===== config.mk =====
export PLATFORM = sky130hd
export DESIGN_NAME = fieldbus_slave_state_machine_unit
export DESIGN_NICKNAME = d
export VERILOG_FILES = /design/src/sv/fssm_pkg.sv /design/src/sv/fssm_in_stage.sv /design/src/sv/fssm_rules.sv /design/src/sv/fieldbus_slave_state_machine_unit.sv
export SDC_FILE = /design/constraint.sdc
export NUM_CORES = 1
export LEC_CHECK = 0
export BUFFER_PORTS_ARGS = -buffer_cell sky130_fd_sc_hd__buf_2
export CAP_MARGIN = 10
export CORE_UTILIZATION = 58
export DETAILED_ROUTE_END_ITERATION = 10
export GPL_TIMING_DRIVEN = 1
export PLACE_DENSITY_LB_ADDON = 0.15
export SETUP_SLACK_MARGIN = 0.1
export SYNTH_ARGS = -nofsm -noshare
export SYNTH_HDL_FRONTEND = slang
export SYNTH_SLANG_ARGS = --single-unit

===== constraint.sdc =====
create_clock -name clk -period 6.1 [get_ports clk]
set_clock_uncertainty 0.2 [all_clocks]
set_input_delay 0 -clock clk [delete_from_list [all_inputs] [get_ports clk]]
set_output_delay 0 -clock clk [all_outputs]
set_load 0.05 [all_outputs]

===== src/sv/fssm_pkg.sv =====
package fssm_pkg;

  // Application-layer state codes (one-hot nibble; BOOT, only ever a request, is not one-hot)
  localparam logic [3:0] ST_INIT   = 4'd1;
  localparam logic [3:0] ST_PREOP  = 4'd2;
  localparam logic [3:0] ST_BOOT   = 4'd3;
  localparam logic [3:0] ST_SAFEOP = 4'd4;
  localparam logic [3:0] ST_OP     = 4'd8;

  // Status codes
  localparam logic [2:0] SC_NONE     = 3'd0;
  localparam logic [2:0] SC_INVALID  = 3'd1;
  localparam logic [2:0] SC_UNKNOWN  = 3'd2;
  localparam logic [2:0] SC_BOOT     = 3'd3;
  localparam logic [2:0] SC_MAILBOX  = 3'd4;
  localparam logic [2:0] SC_WATCHDOG = 3'd5;
  localparam logic [2:0] SC_PDO      = 3'd6;

  typedef struct packed {
    logic [3:0] requested_state;
    logic       fault_ack;
    logic       mailbox_setup_ok;
    logic       mailbox_config_valid;
    logic       pdo_setup_ok;
    logic [3:0] pdo_fault;
    logic       output_data_valid;
    logic       watchdog_expired;
  } in_t;

  typedef struct packed {
    logic [3:0] al_state;
    logic       error_flag;
    logic [2:0] status_code;
    logic [3:0] pdo_detail;
  } out_t;

  // Contents of the input holding register
  typedef struct packed {
    logic valid;
    in_t  item;
  } in_slot_t;

  localparam out_t STATUS_RESET = '{
    al_state:    ST_INIT,
    error_flag:  1'b0,
    status_code: SC_NONE,
    pdo_detail:  4'd0
  };

endpackage


===== src/sv/fssm_in_stage.sv =====
module fssm_in_stage (
  input  logic               clk,
  input  logic               rst,
  input  logic               in_valid,
  output logic               in_ready,
  input  fssm_pkg::in_t      in_item,
  input  logic               advance,
  output fssm_pkg::in_slot_t slot
);

  fssm_pkg::in_slot_t held;

  // Take a new word when empty or when the held one moves on this cycle
  assign in_ready = !held.valid || advance;
  assign slot     = held;

  always_ff @(posedge clk) begin
    if (rst) begin
      held.valid <= 1'b0;
    end else if (in_ready) begin
      held.valid <= in_valid;
    end
    if (in_valid && in_ready) begin
      held.item <= in_item;
    end
  end

endmodule


===== src/sv/fssm_rules.sv =====
module fssm_rules (
  input  fssm_pkg::in_t  item,
  input  fssm_pkg::out_t status,
  input  logic           mailbox_present,
  output fssm_pkg::out_t status_next
);

  logic [3:0] req;
  logic [3:0] cur;
  logic       known;
  logic       mbx_bad;
  logic [3:0] nst;
  logic [2:0] ncode;
  logic [3:0] det_src;

  always_comb begin
    req     = item.requested_state;
    cur     = status.al_state;
    known   = (req == fssm_pkg::ST_INIT)   || (req == fssm_pkg::ST_PREOP) ||
              (req == fssm_pkg::ST_BOOT)   || (req == fssm_pkg::ST_SAFEOP) ||
              (req == fssm_pkg::ST_OP);
    mbx_bad = mailbox_present && !item.mailbox_config_valid;
    nst     = cur;
    ncode   = fssm_pkg::SC_NONE;
    det_src = item.pdo_fault;

    if (status.error_flag && !item.fault_ack) begin
      // Pending error: only an INIT request clears it
      if (req == fssm_pkg::ST_INIT) begin
        nst = fssm_pkg::ST_INIT;
      end else begin
        ncode   = status.status_code;
        det_src = status.pdo_detail;
      end
    end else if (cur != fssm_pkg::ST_OP && !known) begin
      ncode = fssm_pkg::SC_UNKNOWN;
    end else begin
      case (cur)
        fssm_pkg::ST_PREOP: begin
          if (mbx_bad) begin
            nst   = fssm_pkg::ST_INIT;
            ncode = fssm_pkg::SC_MAILBOX;
          end else if (req == fssm_pkg::ST_SAFEOP) begin
            if (!item.pdo_setup_ok) begin
              nst = fssm_pkg::ST_PREOP;
            end else if (item.pdo_fault != 4'd0) begin
              nst   = fssm_pkg::ST_PREOP;
              ncode = fssm_pkg::SC_PDO;
            end else begin
              nst = fssm_pkg::ST_SAFEOP;
            end
          end else if (req == fssm_pkg::ST_INIT) begin
            nst = fssm_pkg::ST_INIT;
          end else if (req == fssm_pkg::ST_OP || req == fssm_pkg::ST_BOOT) begin
            nst   = fssm_pkg::ST_PREOP;
            ncode = fssm_pkg::SC_INVALID;
          end else begin
            nst = fssm_pkg::ST_PREOP;
          end
        end
        fssm_pkg::ST_SAFEOP: begin
          if (mbx_bad) begin
            nst   = fssm_pkg::ST_INIT;
            ncode = fssm_pkg::SC_MAILBOX;
          end else if (item.pdo_fault != 4'd0) begin
            nst   = fssm_pkg::ST_PREOP;
            ncode = fssm_pkg::SC_PDO;
          end else if (req == fssm_pkg::ST_OP && item.output_data_valid) begin
            nst = fssm_pkg::ST_OP;
          end else if (req == fssm_pkg::ST_PREOP || req == fssm_pkg::ST_INIT) begin
            nst = req;
          end else if (req == fssm_pkg::ST_BOOT) begin
            nst   = fssm_pkg::ST_SAFEOP;
            ncode = fssm_pkg::SC_INVALID;
          end else begin
            nst = fssm_pkg::ST_SAFEOP;
          end
        end
        fssm_pkg::ST_OP: begin
          if (item.watchdog_expired) begin
            nst   = fssm_pkg::ST_SAFEOP;
            ncode = fssm_pkg::SC_WATCHDOG;
          end else if (mbx_bad) begin
            nst   = fssm_pkg::ST_INIT;
            ncode = fssm_pkg::SC_MAILBOX;
          end else if (item.pdo_fault != 4'd0) begin
            nst   = fssm_pkg::ST_PREOP;
            ncode = fssm_pkg::SC_PDO;
          end else if (req == fssm_pkg::ST_BOOT) begin
            nst   = fssm_pkg::ST_SAFEOP;
            ncode = fssm_pkg::SC_INVALID;
          end else if (req == fssm_pkg::ST_PREOP || req == fssm_pkg::ST_INIT ||
                       req == fssm_pkg::ST_SAFEOP) begin
            nst = req;
          end else if (req != fssm_pkg::ST_OP) begin
            nst   = fssm_pkg::ST_SAFEOP;
            ncode = fssm_pkg::SC_UNKNOWN;
          end else begin
            nst = fssm_pkg::ST_OP;
          end
        end
        default: begin
          // INIT, and any stray state value
          nst = fssm_pkg::ST_INIT;
          if (req == fssm_pkg::ST_PREOP &&
              (!mailbox_present || (item.mailbox_setup_ok && item.mailbox_config_valid))) begin
            nst = fssm_pkg::ST_PREOP;
          end else if (req == fssm_pkg::ST_PREOP && item.mailbox_setup_ok) begin
            ncode = fssm_pkg::SC_MAILBOX;
          end else if (req == fssm_pkg::ST_SAFEOP || req == fssm_pkg::ST_OP) begin
            ncode = fssm_pkg::SC_INVALID;
          end else if (req == fssm_pkg::ST_BOOT) begin
            ncode = fssm_pkg::SC_BOOT;
          end
        end
      endcase
    end

    status_next.al_state    = nst;
    status_next.error_flag  = (ncode != fssm_pkg::SC_NONE);
    status_next.status_code = ncode;
    status_next.pdo_detail  = (ncode == fssm_pkg::SC_PDO) ? det_src : 4'd0;
  end

endmodule


===== src/sv/fieldbus_slave_state_machine_unit.sv =====
// Application-layer state machine of a fieldbus slave (INIT, PRE_OP, SAFE_OP, OP).
//
// Input channel (in_valid / in_ready / in_item): one control event per word,
// carrying the requested state and the current mailbox / process-data check
// results. Output channel (out_valid / out_ready / out_item): exactly one
// status word per event, in order: resulting state, error flag, status code
// and process-data fault detail.
// Configuration channel (cfg_valid / cfg_ready / cfg_data): writes the single
// mailbox_present bit; always ready. Write it only while no event is in flight.
//
// An accepted event passes through two registers, the input holding register and
// then the status register, before its status word is valid.
// Throughput: one event per cycle while out_ready is high, set by the combinational
// transition logic reading the status register, which is itself the machine state.
// Reset (rst, synchronous): state INIT with no error, mailbox_present = 1,
// both registers empty.
// Stall: while out_ready is low the status word holds; one more event can
// wait in the input register, after which in_ready drops.
module fieldbus_slave_state_machine_unit (
  input  logic           clk,
  input  logic           rst,
  input  logic           in_valid,
  output logic           in_ready,
  input  fssm_pkg::in_t  in_item,
  output logic           out_valid,
  input  logic           out_ready,
  output fssm_pkg::out_t out_item,
  input  logic           cfg_valid,
  output logic           cfg_ready,
  input  logic           cfg_data
);

  fssm_pkg::in_slot_t slot;
  fssm_pkg::out_t     status;
  fssm_pkg::out_t     status_next;
  logic               mailbox_present;
  logic               advance;

  // Move the held event into the status register when the output slot frees up
  assign advance = slot.valid && (!out_valid || out_ready);

  fssm_in_stage u_in_stage (
    .clk      (clk),
    .rst      (rst),
    .in_valid (in_valid),
    .in_ready (in_ready),
    .in_item  (in_item),
    .advance  (advance),
    .slot     (slot)
  );

  // Transition rules read the stored status as the current state
  fssm_rules u_rules (
    .item            (slot.item),
    .status          (status),
    .mailbox_present (mailbox_present),
    .status_next     (status_next)
  );

  assign cfg_ready = 1'b1;
  assign out_item  = status;

  always_ff @(posedge clk) begin
    if (rst) begin
      mailbox_present <= 1'b1;
    end else if (cfg_valid && cfg_ready) begin
      mailbox_present <= cfg_data;
    end
  end

  // Status register doubles as the state: update it and raise valid together
  always_ff @(posedge clk) begin
    if (rst) begin
      out_valid <= 1'b0;
      status    <= fssm_pkg::STATUS_RESET;
    end else if (advance) begin
      out_valid <= 1'b1;
      status    <= status_next;
    end else if (out_ready) begin
      out_valid <= 1'b0;
    end
  end

endmodule


==> metrics.txt <==
Sink Count=29; ordered list of cells on the worst path=nor4b_2, a21oi_1, o22ai_1, nand2_1, a311oi_4, a22o_1; Avg Inst Size Synth=9.37 sq um; die height=55.3 um; WL/cell=19.8 um; outcome=complete, no violations; Final Hold Vio Count=0; CTS tree=done; final setup violating endpoints=0; drt total wl=5140 um; register area share after synthesis=0.437; Final Wtd Congestion=0.972; DP HPWL=3090 um; vias per cell=6.64; PwrDens=207 nW/um^2; H-tree Lvls=2; CP max FO=11; Crit. Startpoint=out_item[11]$_SDFFE_PP0P_; post-synth top area share=0.255; row count=18; Layout area overhead=27.5%; Post-synth EDFFs=14; slowest CP cell=nor4b_2; Net count, final=249; Worst Tran Pin Value=0.673 ns; maximum root-to-sink buffer count=2; Ys Warns=0; Synth cell types=51; top cells by area, synth=edfxtp_1 25%, dfxtp_1 18%, a21oi_1 5.2%; global route total overflow=0; CP Data Arrival Time=2.87 ns; IO buf count=33; Worst-Skew Late Latency=0.34 ns; Antenna Violating Nets Remaining=0; Syn Inst Count=176; pin count of the biggest net entering global routing=17; filler cell count=149; #FFs+latches synth=29; fin crit period=2.78 ns; TritonRoute pass-1 iters=6; Hold WC Path Type=in2reg; Synth Net Count=196; Setup TNS=0 ns; Initial Util=0.637; post-CTS setup buffers=0; share of post-route cells with drive strength above 1=0.200; Max Slew Vio Count=0; antenna violations before repair=0; vias in the first global route=1709; crit share post-route=0.456; RSZ-0062 raised after global routing=no; critical path type=reg2reg; top_reg_cell synth=dfxtp_1; Die ar.=3060 sq um; Diodes inserted=0; DRC viols=0; core area=2590 sq um; first-iteration detailed-routing DRC count=163; critical register-to-register path startpoint=out_item[11]$_SDFFE_PP0P_; Clk pin slew, worst setup/hold paths=0.10 ns; Setup crit start kind=flop; Die X=55.3 um; max cap viols=0; Via Count=1726; crit end category=flop; Max Fclk=0.359 GHz; Syn Std Cell Area=1650 sq um; leakage=0.812 nW; CP Data Required Time=6.18 ns; critical path's largest stage delay=0.63 ns; Synth area leader=edfxtp_1; worst vdd ir=290 uV; Inserted Clock Buffers=5; Slew headroom=0.547; I/O pins=35; fin util=0.812; global-route wire length before repair=8440 um; asr flop ratio synth=0; overall global routing resource usage=0.364; hold_sp=in_item[11]; Clock Tree Root=clkbuf_4
==> repair_timing <==
action	CTS	global route
endpoints found under the hold margin	25	0
hold buffers	22	0
gates resized for setup	0	0
==> layer usage <==
layer / vias to the layer above / share of wire / GRT usage
met5: - / 0 / 0
met4: 0 / 0.039 / 0.200
met3: 24 / 0.11 / 0.0867
met2: 141 / 0.49 / 0.611
met1: 791 / 0.36 / 0.428
li1: 770 / - / -
==> critical path, delay by kind of cell, from the launching register on <==
family	cells	cell delay (ns)
compound gates	4	1.17
simple gates	2	0.78
flops	1	0.57
==> flip-flops by register name, summed over array words and instances (netlist names) <==
name / cells
u_in_stage.slot: 15
out_item: 12
mailbox_present: 1
out_valid: 1
==> cells in the final DEF, fill, tap and decap left out, drive strengths merged, types with 4 or more instances in the layout <==
master and count:
buf 33, dlygate4sd3 22, a21oi 17, nand2 15
dfxtp 15, nor2 15, edfxtp 14, o21ai 13
clkbuf 8, nand2b 7, and2 5, nor4b 5
nor2b 4, a22o 4, inv 4
==> per-stage QoR <==
stage / area, sq um / power, mW / setup slack [ns] / hold slack (ns) / instances
4_1_cts: 2100 / 0.430 / 3.45 / 0.173 / 260
3_3_place_gp: 1800 / 0.271 / 3.55 / -0.0232 / 230
5_1_grt: 2100 / 0.450 / 3.16 / 0.174 / 260
3_5_place_dp: 1800 / 0.273 / 3.52 / -0.0219 / 230
6_report: 2100 / 0.435 / 3.32 / 0.181 / 260
2_1_floorplan: 1650 / 0.258 / 3.40 / -0.101 / 176
==> cells by family after synthesis <==
family | after synthesis | synth area share
mux | 3 | 0.0182
buf+inv | 13 | 0.0387
compound gates | 57 | 0.237
xor+xnor | 5 | 0.0266
other cells | 1 | 0.00227
flops | 29 | 0.437
simple gates | 68 | 0.241
==> cell usage after synthesis (all sizes together), types with 2 or more instances <==
library cell / number
nor2: 15
a21o: 3
a22o: 4
o31ai: 2
nor2b: 4
clkbuf: 4
xnor2: 2
nor3: 2
edfxtp: 14
xor2: 3
nand3: 3
a22oi: 2
a32oi: 3
nor4: 2
buf: 5
inv: 4
nor4b: 5
a21oi: 17
and2: 5
o21ai: 13
nand2b: 7
nor3b: 2
dfxtp: 15
mux2i: 3
or4b: 2
or4: 2
nand2: 15
o22ai: 2
==> report_power, final <==
part / switching [mW] / internal [mW] / total [mW] / leakage, nW
Combinational: 0.0335 / 0.0270 / 0.0605 / 0.510
Clock: 0.0683 / 0.0813 / 0.150 / 0.0437
Sequential: 0.0117 / 0.213 / 0.224 / 0.259
Total: 0.114 / 0.321 / 0.435 / 0.812
==> path summary, 6_finish.rpt <==
path                                        end  slack, ns  cells past startpoint
hold / removal    u_in_stage.slot[11]$_DFFE_PP_       0.18                      2
setup reg to reg       out_item[1]$_SDFFE_PP0P_       3.32                      6
hold reg to reg        out_item[3]$_SDFFE_PP0P_       0.30                      1
setup / recovery       out_item[1]$_SDFFE_PP0P_       3.32                      6
==> cell type report <==
cell class / instances / area [sq um] / area share
clock buffer: 8 / 80.1 / 0.0381
inverter: 4 / 15.0 / 0.00714
multi-input combinational: 134 / 865 / 0.411
sequential: 29 / 721 / 0.343
tap: 30 / 37.5 / 0.0178
timing repair buffer: 55 / 385 / 0.183
Note: power is estimated with default switching activity, not from simulation.
